## config.mk

```make
export PLATFORM = sky130hd
export DESIGN_NAME = keypad_code_alarm_controller
export DESIGN_NICKNAME = d
export VERILOG_FILES = /design/src/rtl/kcac_pkg.sv /design/src/rtl/kcac_lock.sv /design/src/rtl/keypad_code_alarm_controller.sv
export VERILOG_INCLUDE_DIRS = /design/src /design/src/rtl
export SDC_FILE = /design/constraint.sdc
export NUM_CORES = 1
export LEC_CHECK = 0
export BUFFER_PORTS_ARGS = -buffer_cell sky130_fd_sc_hd__buf_2
export CAP_MARGIN = 0
export CORE_MARGIN = 2
export CORE_UTILIZATION = 55
export CTS_BUF_LIST = sky130_fd_sc_hd__clkbuf_4
export CTS_CLUSTER_SIZE = 40
export DETAILED_ROUTE_END_ITERATION = 6
export PLACE_DENSITY = 0.73
export SLEW_MARGIN = 20
export SYNTH_ARGS = -nofsm -noshare
export SYNTH_HDL_FRONTEND = slang
export SYNTH_SLANG_ARGS = --single-unit
```

## constraint.sdc

```tcl
create_clock -name clk -period 4 [get_ports clk]
set_clock_uncertainty 0.15 [all_clocks]
set_input_delay 0 -clock clk [delete_from_list [all_inputs] [get_ports clk]]
set_output_delay 0 -clock clk [all_outputs]
set_load 0.005 [all_outputs]
```

## src/rtl/keypad_code_alarm_controller_defines.svh

```systemverilog
// ----------------------------------------------------------------------------
// Keypad code alarm controller: assertion macros
// Shared checking macros; they expect clk and arst_n in the using module.
// ----------------------------------------------------------------------------
`ifndef KEYPAD_CODE_ALARM_CONTROLLER_DEFINES_SVH
`define KEYPAD_CODE_ALARM_CONTROLLER_DEFINES_SVH

// Same-cycle implication, checked outside reset
`define KCAC_ASSERT_NOW(lbl, ante, cons) \
	lbl: assert property (@(posedge clk) disable iff (!arst_n) (ante) |-> (cons)) \
		else $error("kcac: same-cycle check failed");

// Next-cycle implication, checked outside reset
`define KCAC_ASSERT_NEXT(lbl, ante, cons) \
	lbl: assert property (@(posedge clk) disable iff (!arst_n) (ante) |=> (cons)) \
		else $error("kcac: next-cycle check failed");

`endif

```

## src/rtl/kcac_pkg.sv

```systemverilog
// ----------------------------------------------------------------------------
// Keypad code alarm controller package
// Sizes, codes, shared structs and the keypad map.
// ----------------------------------------------------------------------------
`default_nettype none

package kcac_pkg;

	// Entry buffer sizing
	localparam int ENTRY_CAPACITY   = 18;
	localparam int CNT_W            = $clog2(ENTRY_CAPACITY + 1);
	localparam int IDX_W            = $clog2(ENTRY_CAPACITY);
	localparam int MAX_CODE_SYMBOLS = 16;
	localparam int CMP_N            = (ENTRY_CAPACITY < MAX_CODE_SYMBOLS) ?
		ENTRY_CAPACITY : MAX_CODE_SYMBOLS;

	// Symbols
	localparam logic [3:0] SYM_STAR = 4'd10;

	// Item opcodes
	localparam logic OP_SCAN = 1'b0;
	localparam logic OP_TICK = 1'b1;

	// Configuration register indexes
	localparam logic [3:0] CFG_CODE_SYMBOLS = 4'd0;
	localparam logic [3:0] CFG_CODE_LENGTH  = 4'd1;
	localparam logic [3:0] CFG_WRONG_LIMIT  = 4'd2;
	localparam logic [3:0] CFG_ARM_DELAY    = 4'd3;

	// Reset values of the configuration registers
	localparam logic [63:0] RST_CODE_SYMBOLS = 64'd6636321;
	localparam logic [4:0]  RST_CODE_LENGTH  = 5'd6;
	localparam logic [3:0]  RST_WRONG_LIMIT  = 4'd3;
	localparam logic [5:0]  RST_ARM_DELAY    = 6'd30;

	typedef enum logic [1:0] {
		MODE_DISARMED   = 2'd0,
		MODE_ACTIVATING = 2'd1,
		MODE_ARMED      = 2'd2,
		MODE_ALARM      = 2'd3
	} lock_mode_t;

	typedef enum logic [2:0] {
		EV_NONE        = 3'd0,
		EV_ARM_START   = 3'd1,
		EV_ARM_REFUSED = 3'd2,
		EV_DISARMED    = 3'd3,
		EV_NOT_ACTIVE  = 3'd4,
		EV_WRONG_CODE  = 3'd5,
		EV_ALARM       = 3'd6,
		EV_ARMED       = 3'd7
	} event_t;

	// Decoded key of one scan
	typedef struct packed {
		logic       hit;
		logic       enter;
		logic [3:0] sym;
	} key_t;

	// Configuration seen by the lock
	typedef struct packed {
		logic [63:0] code_symbols;
		logic [4:0]  code_length;
		logic [3:0]  wrong_limit;
		logic [5:0]  arm_delay;
	} cfg_t;

	// Lock status after one item
	typedef struct packed {
		lock_mode_t  mode;
		logic [3:0]  wrong_count;
		event_t      ev;
		logic [4:0]  entry_length;
	} lock_res_t;

	// Key at a column, rows by priority with row 0 first
	function automatic key_t decode_key(input logic [1:0] col, input logic [3:0] rows);
		key_t       k;
		logic [1:0] r;
		k   = '0;
		r   = 2'd0;
		if (rows[0])      r = 2'd0;
		else if (rows[1]) r = 2'd1;
		else if (rows[2]) r = 2'd2;
		else              r = 2'd3;
		k.hit = |rows;
		case (col)
			2'd1: begin
				case (r)
					2'd0:    k.sym = 4'd0;
					2'd1:    k.sym = 4'd8;
					2'd2:    k.sym = 4'd5;
					default: k.sym = 4'd2;
				endcase
			end
			2'd2: begin
				case (r)
					2'd0:    k.enter = k.hit;
					2'd1:    k.sym = 4'd9;
					2'd2:    k.sym = 4'd6;
					default: k.sym = 4'd3;
				endcase
			end
			default: begin
				case (r)
					2'd0:    k.sym = SYM_STAR;
					2'd1:    k.sym = 4'd7;
					2'd2:    k.sym = 4'd4;
					default: k.sym = 4'd1;
				endcase
			end
		endcase
		if (!k.hit || k.enter) k.sym = 4'd0;
		return k;
	endfunction

endpackage

`default_nettype wire

```

## src/rtl/kcac_lock.sv

```systemverilog
// ----------------------------------------------------------------------------
// Keypad code alarm controller: lock core
// Entry buffer, code compare, arming countdown and lock mode.
// ----------------------------------------------------------------------------
`default_nettype none

`include "keypad_code_alarm_controller_defines.svh"

module kcac_lock (
	input  wire logic              clk,
	input  wire logic              arst_n,
	input  wire logic              step,
	input  wire logic              tick,
	input  wire kcac_pkg::key_t    key,
	input  wire kcac_pkg::cfg_t    cfg,
	output kcac_pkg::lock_res_t    res
);

	kcac_pkg::lock_mode_t            mode_q, mode_d;
	logic [3:0]                      tally_q, tally_d, tally_inc;
	logic [5:0]                      countdown_q, countdown_d;
	logic [kcac_pkg::CNT_W-1:0]      count_q, count_d;
	logic [3:0]                      entry_q [kcac_pkg::ENTRY_CAPACITY];
	logic                            full;
	logic [kcac_pkg::IDX_W-1:0]      wr_idx;
	logic                            wr_en;
	logic                            lone_star;
	logic                            match;
	logic [5:0]                      count_wide;
	kcac_pkg::event_t                ev;

	// Buffer write slot; a full buffer restarts at the first slot
	assign full   = (count_q == kcac_pkg::CNT_W'(kcac_pkg::ENTRY_CAPACITY));
	assign wr_idx = full ? '0 : count_q[kcac_pkg::IDX_W-1:0];

	// Entry is a single star
	assign lone_star = (count_q == kcac_pkg::CNT_W'(1)) && (entry_q[0] == kcac_pkg::SYM_STAR);

	// Parallel compare of the entry with the expected code
	always_comb begin
		match = (cfg.code_length <= 5'(kcac_pkg::MAX_CODE_SYMBOLS)) &&
			(6'(count_q) == 6'(cfg.code_length));
		for (int i = 0; i < kcac_pkg::CMP_N; i++) begin
			if ((5'(i) < cfg.code_length) && (entry_q[i] != cfg.code_symbols[4*i +: 4]))
				match = 1'b0;
		end
	end

	assign tally_inc = tally_q + 4'd1;

	// Next lock state for the item in hand
	always_comb begin
		mode_d      = mode_q;
		tally_d     = tally_q;
		countdown_d = countdown_q;
		count_d     = count_q;
		ev          = kcac_pkg::EV_NONE;
		wr_en       = 1'b0;
		if (step) begin
			if (tick) begin
				if (mode_q == kcac_pkg::MODE_ACTIVATING) begin
					if (countdown_q <= 6'd1) begin
						countdown_d = 6'd0;
						mode_d      = kcac_pkg::MODE_ARMED;
						ev          = kcac_pkg::EV_ARMED;
					end else begin
						countdown_d = countdown_q - 6'd1;
					end
				end
			end else if (key.enter) begin
				count_d = '0;
				if (lone_star) begin
					if (mode_q != kcac_pkg::MODE_DISARMED) begin
						ev = kcac_pkg::EV_ARM_REFUSED;
					end else begin
						mode_d      = kcac_pkg::MODE_ACTIVATING;
						countdown_d = cfg.arm_delay;
						ev          = kcac_pkg::EV_ARM_START;
					end
				end else if (match) begin
					if (mode_q == kcac_pkg::MODE_DISARMED) begin
						ev = kcac_pkg::EV_NOT_ACTIVE;
					end else begin
						mode_d      = kcac_pkg::MODE_DISARMED;
						tally_d     = 4'd0;
						countdown_d = 6'd0;
						ev          = kcac_pkg::EV_DISARMED;
					end
				end else begin
					ev = kcac_pkg::EV_WRONG_CODE;
					if (mode_q == kcac_pkg::MODE_ARMED) begin
						tally_d = tally_inc;
						if (tally_inc >= cfg.wrong_limit) begin
							mode_d  = kcac_pkg::MODE_ALARM;
							tally_d = 4'd0;
							ev      = kcac_pkg::EV_ALARM;
						end
					end
				end
			end else if (key.hit) begin
				wr_en   = 1'b1;
				count_d = full ? kcac_pkg::CNT_W'(1) : count_q + kcac_pkg::CNT_W'(1);
			end
		end
	end

	// Lock mode register
	always_ff @(posedge clk or negedge arst_n) begin
		if (!arst_n) begin
			mode_q <= kcac_pkg::MODE_DISARMED;
		end else begin
			mode_q <= mode_d;
		end
	end

	// Counters
	always_ff @(posedge clk or negedge arst_n) begin
		if (!arst_n) begin
			tally_q     <= 4'd0;
			countdown_q <= 6'd0;
			count_q     <= '0;
		end else begin
			tally_q     <= tally_d;
			countdown_q <= countdown_d;
			count_q     <= count_d;
		end
	end

	// Entry buffer; slots past the fill count are never read
	always_ff @(posedge clk) begin
		if (wr_en) begin
			entry_q[wr_idx] <= key.sym;
		end
	end

	// Status after the item
	assign count_wide       = 6'(count_d);
	assign res.mode         = mode_d;
	assign res.wrong_count  = tally_d;
	assign res.ev           = ev;
	assign res.entry_length = count_wide[4:0];

	// Checks
	`KCAC_ASSERT_NOW(a_count_in_range, 1'b1, count_q <= kcac_pkg::CNT_W'(kcac_pkg::ENTRY_CAPACITY))
	`KCAC_ASSERT_NOW(a_countdown_idle, mode_q != kcac_pkg::MODE_ACTIVATING, countdown_q == 6'd0)
	`KCAC_ASSERT_NEXT(a_alarm_entry, step && (ev == kcac_pkg::EV_ALARM), (mode_q == kcac_pkg::MODE_ALARM) && (tally_q == 4'd0))
	`KCAC_ASSERT_NEXT(a_hold_no_step, !step, $stable(mode_q) && $stable(count_q) && $stable(tally_q))

endmodule

`default_nettype wire

```

## src/rtl/keypad_code_alarm_controller.sv

```systemverilog
// ----------------------------------------------------------------------------
// Keypad code alarm controller
// Keypad scanning and code lock with arming delay and wrong-code alarm.
// ----------------------------------------------------------------------------
//
//  channel | handshake                 | payload
//  --------+---------------------------+---------------------------------------
//  input   | in_valid / in_stall       | opcode, row_levels
//  result  | out_valid / out_stall     | key_seen, key_symbol, column_driven,
//          |                           | lock_state, wrong_count, event_code,
//          |                           | entry_length
//  config  | cfg_valid / cfg_ready     | cfg_index, cfg_data
//
//  One item per cycle sustained while the result side does not stall; a result
//  passes the input register, then the result register, before it is presented.
//  The whole update of the lock, code compare
//  included, sits between the input register and the result register.
//  Reset clears all control state at once; no clearing pass.
//  A stalled result holds while one more item may wait in the input register.
//  Configuration is always ready.
// ----------------------------------------------------------------------------
`default_nettype none

module keypad_code_alarm_controller (
	input  wire logic        clk,
	input  wire logic        arst_n,
	// input items
	input  wire logic        in_valid,
	output logic             in_stall,
	input  wire logic        opcode,
	input  wire logic [3:0]  row_levels,
	// result items
	output logic             out_valid,
	input  wire logic        out_stall,
	output logic             key_seen,
	output logic [3:0]       key_symbol,
	output logic [1:0]       column_driven,
	output logic [1:0]       lock_state,
	output logic [3:0]       wrong_count,
	output logic [2:0]       event_code,
	output logic [4:0]       entry_length,
	// configuration writes
	input  wire logic        cfg_valid,
	output logic             cfg_ready,
	input  wire logic [3:0]  cfg_index,
	input  wire logic [63:0] cfg_data
);

	logic                  valid_s1;
	logic                  opcode_s1;
	logic [3:0]            rows_s1;
	logic                  advance;
	logic [1:0]            column_q;
	logic [1:0]            col;
	logic                  tick;
	kcac_pkg::key_t        key;
	kcac_pkg::cfg_t        cfg_q;
	kcac_pkg::lock_res_t   res;

	logic                  out_valid_q;
	logic                  key_seen_q;
	logic [3:0]            key_symbol_q;
	logic [1:0]            column_q_out;
	logic [1:0]            lock_state_q;
	logic [3:0]            wrong_count_q;
	logic [2:0]            event_code_q;
	logic [4:0]            entry_length_q;

	// Handshake: the item in the input register moves on when the result slot frees
	assign advance  = valid_s1 && (!out_valid_q || !out_stall);
	assign in_stall = valid_s1 && !advance;
	assign cfg_ready = 1'b1;

	// Input register
	always_ff @(posedge clk or negedge arst_n) begin
		if (!arst_n) begin
			valid_s1 <= 1'b0;
		end else if (!in_stall) begin
			valid_s1 <= in_valid;
		end
	end

	always_ff @(posedge clk) begin
		if (in_valid && !in_stall) begin
			opcode_s1 <= opcode;
			rows_s1   <= row_levels;
		end
	end

	// Configuration registers
	always_ff @(posedge clk or negedge arst_n) begin
		if (!arst_n) begin
			cfg_q.code_symbols <= kcac_pkg::RST_CODE_SYMBOLS;
			cfg_q.code_length  <= kcac_pkg::RST_CODE_LENGTH;
			cfg_q.wrong_limit  <= kcac_pkg::RST_WRONG_LIMIT;
			cfg_q.arm_delay    <= kcac_pkg::RST_ARM_DELAY;
		end else if (cfg_valid && cfg_ready) begin
			unique case (cfg_index)
				kcac_pkg::CFG_CODE_SYMBOLS: cfg_q.code_symbols <= cfg_data;
				kcac_pkg::CFG_CODE_LENGTH:  cfg_q.code_length  <= cfg_data[4:0];
				kcac_pkg::CFG_WRONG_LIMIT:  cfg_q.wrong_limit  <= cfg_data[3:0];
				kcac_pkg::CFG_ARM_DELAY:    cfg_q.arm_delay    <= cfg_data[5:0];
				default: ;
			endcase
		end
	end

	// Keypad scan: decode the current column, then step to the next
	assign tick = (opcode_s1 == kcac_pkg::OP_TICK);
	assign col  = (column_q > 2'd2) ? 2'd0 : column_q;

	always_comb begin
		key = kcac_pkg::decode_key(col, rows_s1);
		if (tick) key = '0;
	end

	always_ff @(posedge clk or negedge arst_n) begin
		if (!arst_n) begin
			column_q <= 2'd0;
		end else if (advance && !tick) begin
			column_q <= (col == 2'd2) ? 2'd0 : col + 2'd1;
		end
	end

	// Lock core
	kcac_lock u_lock (
		.clk    (clk),
		.arst_n (arst_n),
		.step   (advance),
		.tick   (tick),
		.key    (key),
		.cfg    (cfg_q),
		.res    (res)
	);

	// Result register
	always_ff @(posedge clk or negedge arst_n) begin
		if (!arst_n) begin
			out_valid_q <= 1'b0;
		end else if (advance) begin
			out_valid_q <= 1'b1;
		end else if (!out_stall) begin
			out_valid_q <= 1'b0;
		end
	end

	always_ff @(posedge clk) begin
		if (advance) begin
			key_seen_q     <= key.hit && !key.enter;
			key_symbol_q   <= key.sym;
			column_q_out   <= tick ? 2'd0 : col;
			lock_state_q   <= res.mode;
			wrong_count_q  <= res.wrong_count;
			event_code_q   <= res.ev;
			entry_length_q <= res.entry_length;
		end
	end

	assign out_valid     = out_valid_q;
	assign key_seen      = key_seen_q;
	assign key_symbol    = key_symbol_q;
	assign column_driven = column_q_out;
	assign lock_state    = lock_state_q;
	assign wrong_count   = wrong_count_q;
	assign event_code    = event_code_q;
	assign entry_length  = entry_length_q;

endmodule

`default_nettype wire

```

Word level (Yosys, flattened, before mapping)
Memory sizes are Yosys's and may differ from the RTL's.
Index checks and enable logic that the tools add are counted.
{"block": "word_totals", "register_bits": 126, "latchBits": 0, "ram_bits": 72, "romBits": 0, "in_bits": 78, "word_cells": 202, "memories": 1}
{"block": "classes", "n_addsub": 4, "mul": 0, "div": 0, "magnitude_cmp": 20, "eq_ne": 33, "shifts": 0, "muxes": 80, "bitwise_logic": 0, "reduce_logical": 44}
{"memory": "u_lock.entry_q", "depth": 18, "width": 4, "rd": 16, "rd_clocked_by_memory_dff": 0, "wr": 1, "line_no": "kcac_lock.sv:23", "source": "logic [3:0] entry_q [kcac_pkg::ENTRY_CAPACITY];"}
{"cell": "$ne 4x4->1", "n": 16}
{"cell": "$mux 6", "n": 9}
{"cell": "$lt 4x5->1 const A", "n": 8}
{"cell": "$mux 4", "n": 9}
{"cell": "$pmux 4 s3", "n": 3}
{"cell": "$mux 2", "n": 17}
{"cell": "$mux 5", "n": 6}
{"cell": "$mux 1", "n": 27}
{"cell": "$mux 3", "n": 8}
{"cell": "$logic_and 1x1->1", "n": 23}
{"cell": "$lt 3x5->1 const A", "n": 4}
{"cell": "$lt 1x5->1 const A", "n": 2}
{"cell": "$lt 2x5->1 const A", "n": 2}
{"cell": "$eq 4x2->1 const B", "n": 2}
{"cell": "$pmux 4 s2", "n": 1}
{"cell": "$reduce_and 2->1", "n": 4}
{"cell": "$logic_not 1->1", "n": 7}
{"cell": "$eq 2x1->1 const B", "n": 3}
{"cell": "$eq 2x2->1 const B", "n": 3}
{"cell": "$le 6x1->1 const B", "n": 1}
{"cell": "$reduce_and 6->1", "n": 1}
{"cell": "$sub 6x1->6 const B", "n": 1}
{"cell": "$add 5x1->5 const B", "n": 1}
{"cell": "$eq 5x1->1 const B", "n": 1}
{"cell": "18 further kinds", "n": 22}

Depth between registers and ports, before layout
An unclocked memory read counts as a cell.
{"block": "logic_depth", "ltp_word": 24, "ltp_mapped": 11, "ltp_nobuf": 11}

Cells and area by module
Synthesis repeated with hierarchy kept, for this count alone.
{"block": "unflattened", "hier_cells": 646, "hier_area_um2": 8724.6}
{"module": "kcac_lock", "instances": 1, "cells_per_inst": 395, "area_per_inst_um2": 4493.1}
{"module": "keypad_code_alarm_controller", "instances": 1, "cells_per_inst": 251, "area_per_inst_um2": 4231.6}

Least setup slack after synthesis
OpenSTA, ideal clock, no wires.
{"block": "synth_path", "kind": "flip-flop to flip-flop", "from": "register out_valid_q, in the netlist out_valid", "to": "memory u_lock.entry_q[4][0], enable pin", "arrival_time_ns": 2.165, "setup_slack_ns": 1.324, "stages_incl_launch_ff": 10, "period_less_slack_ns": 2.676, "cell_sequence": "dfrtp_1 -> nand2_1 -> nand2_1 -> inv_1 -> nand2b_1 -> a21oi_1 -> nand2_1 -> nor2_1 -> nand3b_1 -> nor3_1"}
{"block": "synth_via", "elab_chain_cells": 6}
{"element": "start, declared", "line_no": "keypad_code_alarm_controller.sv:60", "source": "logic out_valid_q;"}
{"element": "start signal, assigned", "line_no": "keypad_code_alarm_controller.sv:139", "source": "out_valid_q <= 1'b0;"}
{"element": "start signal, assigned", "line_no": "keypad_code_alarm_controller.sv:141", "source": "out_valid_q <= 1'b1;"}
{"element": "start signal, assigned", "line_no": "keypad_code_alarm_controller.sv:143", "source": "out_valid_q <= 1'b0;"}
{"element": "$logic_not 1->1", "line_no": "keypad_code_alarm_controller.sv:70", "source": "assign advance = valid_s1 && (!out_valid_q || !out_stall);"}
{"element": "$logic_or 1x1->1", "line_no": "keypad_code_alarm_controller.sv:70"}
{"element": "$logic_and 1x1->1", "line_no": "keypad_code_alarm_controller.sv:70"}
{"element": "named net advance", "line_no": "keypad_code_alarm_controller.sv:52", "source": "logic advance;"}
{"element": "$mux 1", "line_no": "kcac_lock.sv:59", "source": "if (step) begin"}
{"element": "$mux 1", "line_no": "kcac_lock.sv:131", "source": "if (wr_en) begin"}
{"element": "$mux 1 (not written as such)", "line_no": "kcac_lock.sv:132", "source": "entry_q[wr_idx] <= key.sym;"}
{"element": "end, declared", "line_no": "kcac_lock.sv:23"}
The timed path passes the listed nets, and every way through them passes these cells.

Worst setup path after layout
{"block": "layout_path", "from": "register out_valid_q, in the netlist out_valid", "to": "memory u_lock.entry_q[4][1], enable pin"}
Same word-level chain as after synthesis.

==> flow_metrics.env <==
export IMPL_drv_cap=0
export IMPL_place_congestion=0.844
export IMPL_layout_min_cycle_time_ns=3.02
export IMPL_power_mw=4.79
export IMPL_finalSetupTns_ns=0
export IMPL_nNetsFinal=955
export IMPL_path_clk_slew_ns=0.15
export IMPL_ff2ff_path_depth=10
export IMPL_timing_fmax_mhz=331
export IMPL_cts_tree="yes"
export IMPL_path_max_fanout=26
export IMPL_syn_instance_count=659
export IMPL_path_class="reg2reg"
export IMPL_timing_rr_end="u_lock.entry_q[4][1]"
export IMPL_dr_pass1_iters=6
export IMPL_crit_chain="nand2_1 -> nand2_1 -> inv_1 -> buf_4 -> nand2b_1 -> a21oi_1 -> nand2_1 -> nor2_1 -> nand3b_1 -> nor3_1"
export IMPL_peakVddDrop_v=0.000410
export IMPL_drcViolationCount=0
export IMPL_dp_hpwl_um=12300
export IMPL_via_count=5917
export IMPL_ff_latch_area_um2=5230
export IMPL_synth_seq_cells=190
export IMPL_grt_pass1_wl_um=30000
export IMPL_drt_iter0_markers=509
export IMPL_fp_dieH_um=129
export IMPL_routed_wl_um=19000
export IMPL_period_share=0.756
export IMPL_finalHoldViolations=0
export IMPL_clock_path_buffers=2
export IMPL_drive_above_1_share=0.284
export IMPL_core_um2=15300
export IMPL_postSynth_asyncResetShare=0.526
export IMPL_cts_buffers=17
export IMPL_whs_path_depth=3
export IMPL_vias_per_cell=5.45
export IMPL_cts_sinks=190
export IMPL_avgSynthCellArea_um2=13.1
export IMPL_syn_area_um2=8630
export IMPL_ys_types=67
export IMPL_holdCritStartpoint="cfg_data[29]"
export IMPL_dieArea_um2=16700
export IMPL_grt_total_usage=0.236
export IMPL_grt_pass1_vias=5918
export IMPL_area_growth_pct=23.3
export IMPL_synth_edff_count=90
export IMPL_post_cts_buffers=0
export IMPL_outcome="completed"
export IMPL_rsz0062_at_grt="no"
export IMPL_crit_path_start="out_valid"
export IMPL_cp_start_kind="flip-flop"
export IMPL_place_area_um2=9350
export IMPL_ant_nets=0
export IMPL_nFillCells=1035
export IMPL_drv_slew=0
export IMPL_min_to="cfg_q[44]"
export IMPL_path_common_cell="nand2_1"
export IMPL_grt_max_degree=65
export IMPL_rrSetupSlack_ns=0.98
export IMPL_end_kind="flip-flop"
export IMPL_slowest_stage="nor3_1"
export IMPL_utilization=0.697
export IMPL_cp_required_ns=4.06
export IMPL_start_util=0.566
export IMPL_die_x_um=129
export IMPL_maxSlewHeadroom=0.281
export IMPL_p_per_area_nw_per_um2=450
export IMPL_grt_overflow=0
export IMPL_finalSetupViolations=0
export IMPL_ios=102
export IMPL_cts_root_buf="clkbuf_4"
export IMPL_port_buffers=100
export IMPL_multi_input_area_um2=3230
export IMPL_cts_resized=0
export IMPL_yosysWarningCount=0
export IMPL_rows=45
export IMPL_h_tree_depth=4
export IMPL_wire_per_inst_um=17.5
export IMPL_cts_hold_buf=100
export IMPL_synth_nets=754
export IMPL_ys_seq_area_frac=0.606
export IMPL_hp_class="in2reg"
export IMPL_ys_flop_type="edfxtp_1"
export IMPL_regToRegStartpoint="out_valid"
export IMPL_fin_area_um2=10600
export IMPL_antenna_found_initial=1
export IMPL_arrival_ns=3.08
export IMPL_tightest_slew_ns=1.08
export IMPL_cpPeakStageDelay_ns=0.56
export IMPL_p_leak_nw=4.31
export IMPL_clk_latency_ns=0.57
metrics by stage:
step | cells | hold slack (ns) | setup WS [ns]
final | 1085 | 0.0426 | 0.977
after global routing | 1085 | -0.0000417 | 0.788
after CTS | 1084 | 0.000802 | 1.03
after detailed placement | 952 | 0.00698 | 1.04
after global placement | 952 | -0.00801 | 1.22
after floorplan | 659 | -0.446 | 1.32
where the power goes:
group | switching, mW | internal, mW | total [mW]
Combinational | 0.558 | 0.534 | 1.09
Sequential | 0.260 | 2.42 | 2.68
Clock | 0.645 | 0.376 | 1.02
cell usage after synthesis, types with 3 or more instances:
cell type | instances | area share
and2_1 | 5 | 0.0036
inv_1 | 22 | 0.0096
mux2i_1 | 3 | 0.0035
nand4_1 | 9 | 0.0065
clkbuf_1 | 18 | 0.0078
a21oi_1 | 22 | 0.013
xnor2_1 | 29 | 0.029
nand3_1 | 10 | 0.0058
and3_1 | 3 | 0.0022
nor4_1 | 8 | 0.0058
ha_1 | 17 | 0.025
a22o_1 | 3 | 0.0030
a21o_1 | 5 | 0.0044
o21ai_0 | 21 | 0.012
nand2b_1 | 8 | 0.0058
o31ai_1 | 7 | 0.0061
dfstp_2 | 17 | 0.052
nor2_1 | 41 | 0.018
edfxtp_1 | 90 | 0.31
o22ai_1 | 3 | 0.0022
dfrtp_1 | 83 | 0.24
nor3_1 | 14 | 0.0081
o41ai_1 | 4 | 0.0041
nand2_1 | 35 | 0.015
nor2b_1 | 6 | 0.0044
xor2_1 | 41 | 0.042
mux2_2 | 80 | 0.10
layout make-up:
class / instances / share of cell area
antenna: 1 / 0.000235
clock buffer: 18 / 0.0127
clock inverter: 14 / 0.0132
inverter: 22 / 0.00776
multi-input combinational: 424 / 0.304
sequential: 190 / 0.491
tap: 211 / 0.0248
timing repair buffer: 205 / 0.146
worst max-delay path by stage:
stage / to / slack, ns / cells past startpoint
after floorplan: u_lock.entry_q[4][0] / 1.32 / 9
after global placement: u_lock.countdown_q[2] / 1.22 / 10
after detailed placement: u_lock.countdown_q[2] / 1.04 / 10
after CTS: u_lock.entry_q[4][1] / 1.03 / 10
after global routing: u_lock.countdown_q[2] / 0.79 / 10
final: u_lock.entry_q[4][1] / 0.98 / 10
cells by family (layout without fill, tap and decap cells):
logic type | count (synthesis) | count (layout) | share of synthesized area
AO/OA/AOI/OAI | 95 | 95 | 0.0747
AND/OR/NAND/NOR | 158 | 158 | 0.0941
flip-flops | 190 | 190 | 0.606
XOR/XNOR | 70 | 70 | 0.0710
buffers and inverters | 45 | 259 | 0.0216
adder cells (fa/ha/maj) | 17 | 17 | 0.0246
other | 1 | 2 | 0.000435
multiplexers | 83 | 83 | 0.108
worst max-delay path: cells and delay by family, from the launching register on:
kind / cells / cell delay (ns)
buffers and inverters: 2 / 0.39
AO/OA/AOI/OAI: 1 / 0.26
flip-flops: 1 / 0.42
AND/OR/NAND/NOR: 7 / 1.44
flip-flops by register name, summed over array words and instances, names as in the netlist, 2 cells and up:
register	count
rows_s1	4
lock_state	2
u_lock.count_q	5
u_lock.countdown_q	6
wrong_count	4
event_code	3
cfg_q	79
column_q	2
key_symbol	4
entry_length	5
u_lock.mode_q	2
u_lock.tally_q	4
u_lock.entry_q	64
column_driven	2
metal layers:
metal,up-vias,global-route usage,share of wire,routed length (um)
met2,207,0.388,0.49,9250
met4,0,0.0614,0.013,244
met5,-,0,0,0
li1,2797,-,-,-
met1,2893,0.323,0.45,8490
met3,20,0.0520,0.056,1060
cells in the final DEF (no fill, tap or decap), drive strengths merged, types with 18 or more instances in the layout:
master       instances
a21oi               22
buf                106
clkbuf              18
dfrtp               83
dlygate4sd3         99
edfxtp              90
inv                 26
mux2                80
nand2               35
nor2                41
o21ai               22
xnor2               29
xor2                41
(Power assumes the default switching activity.)
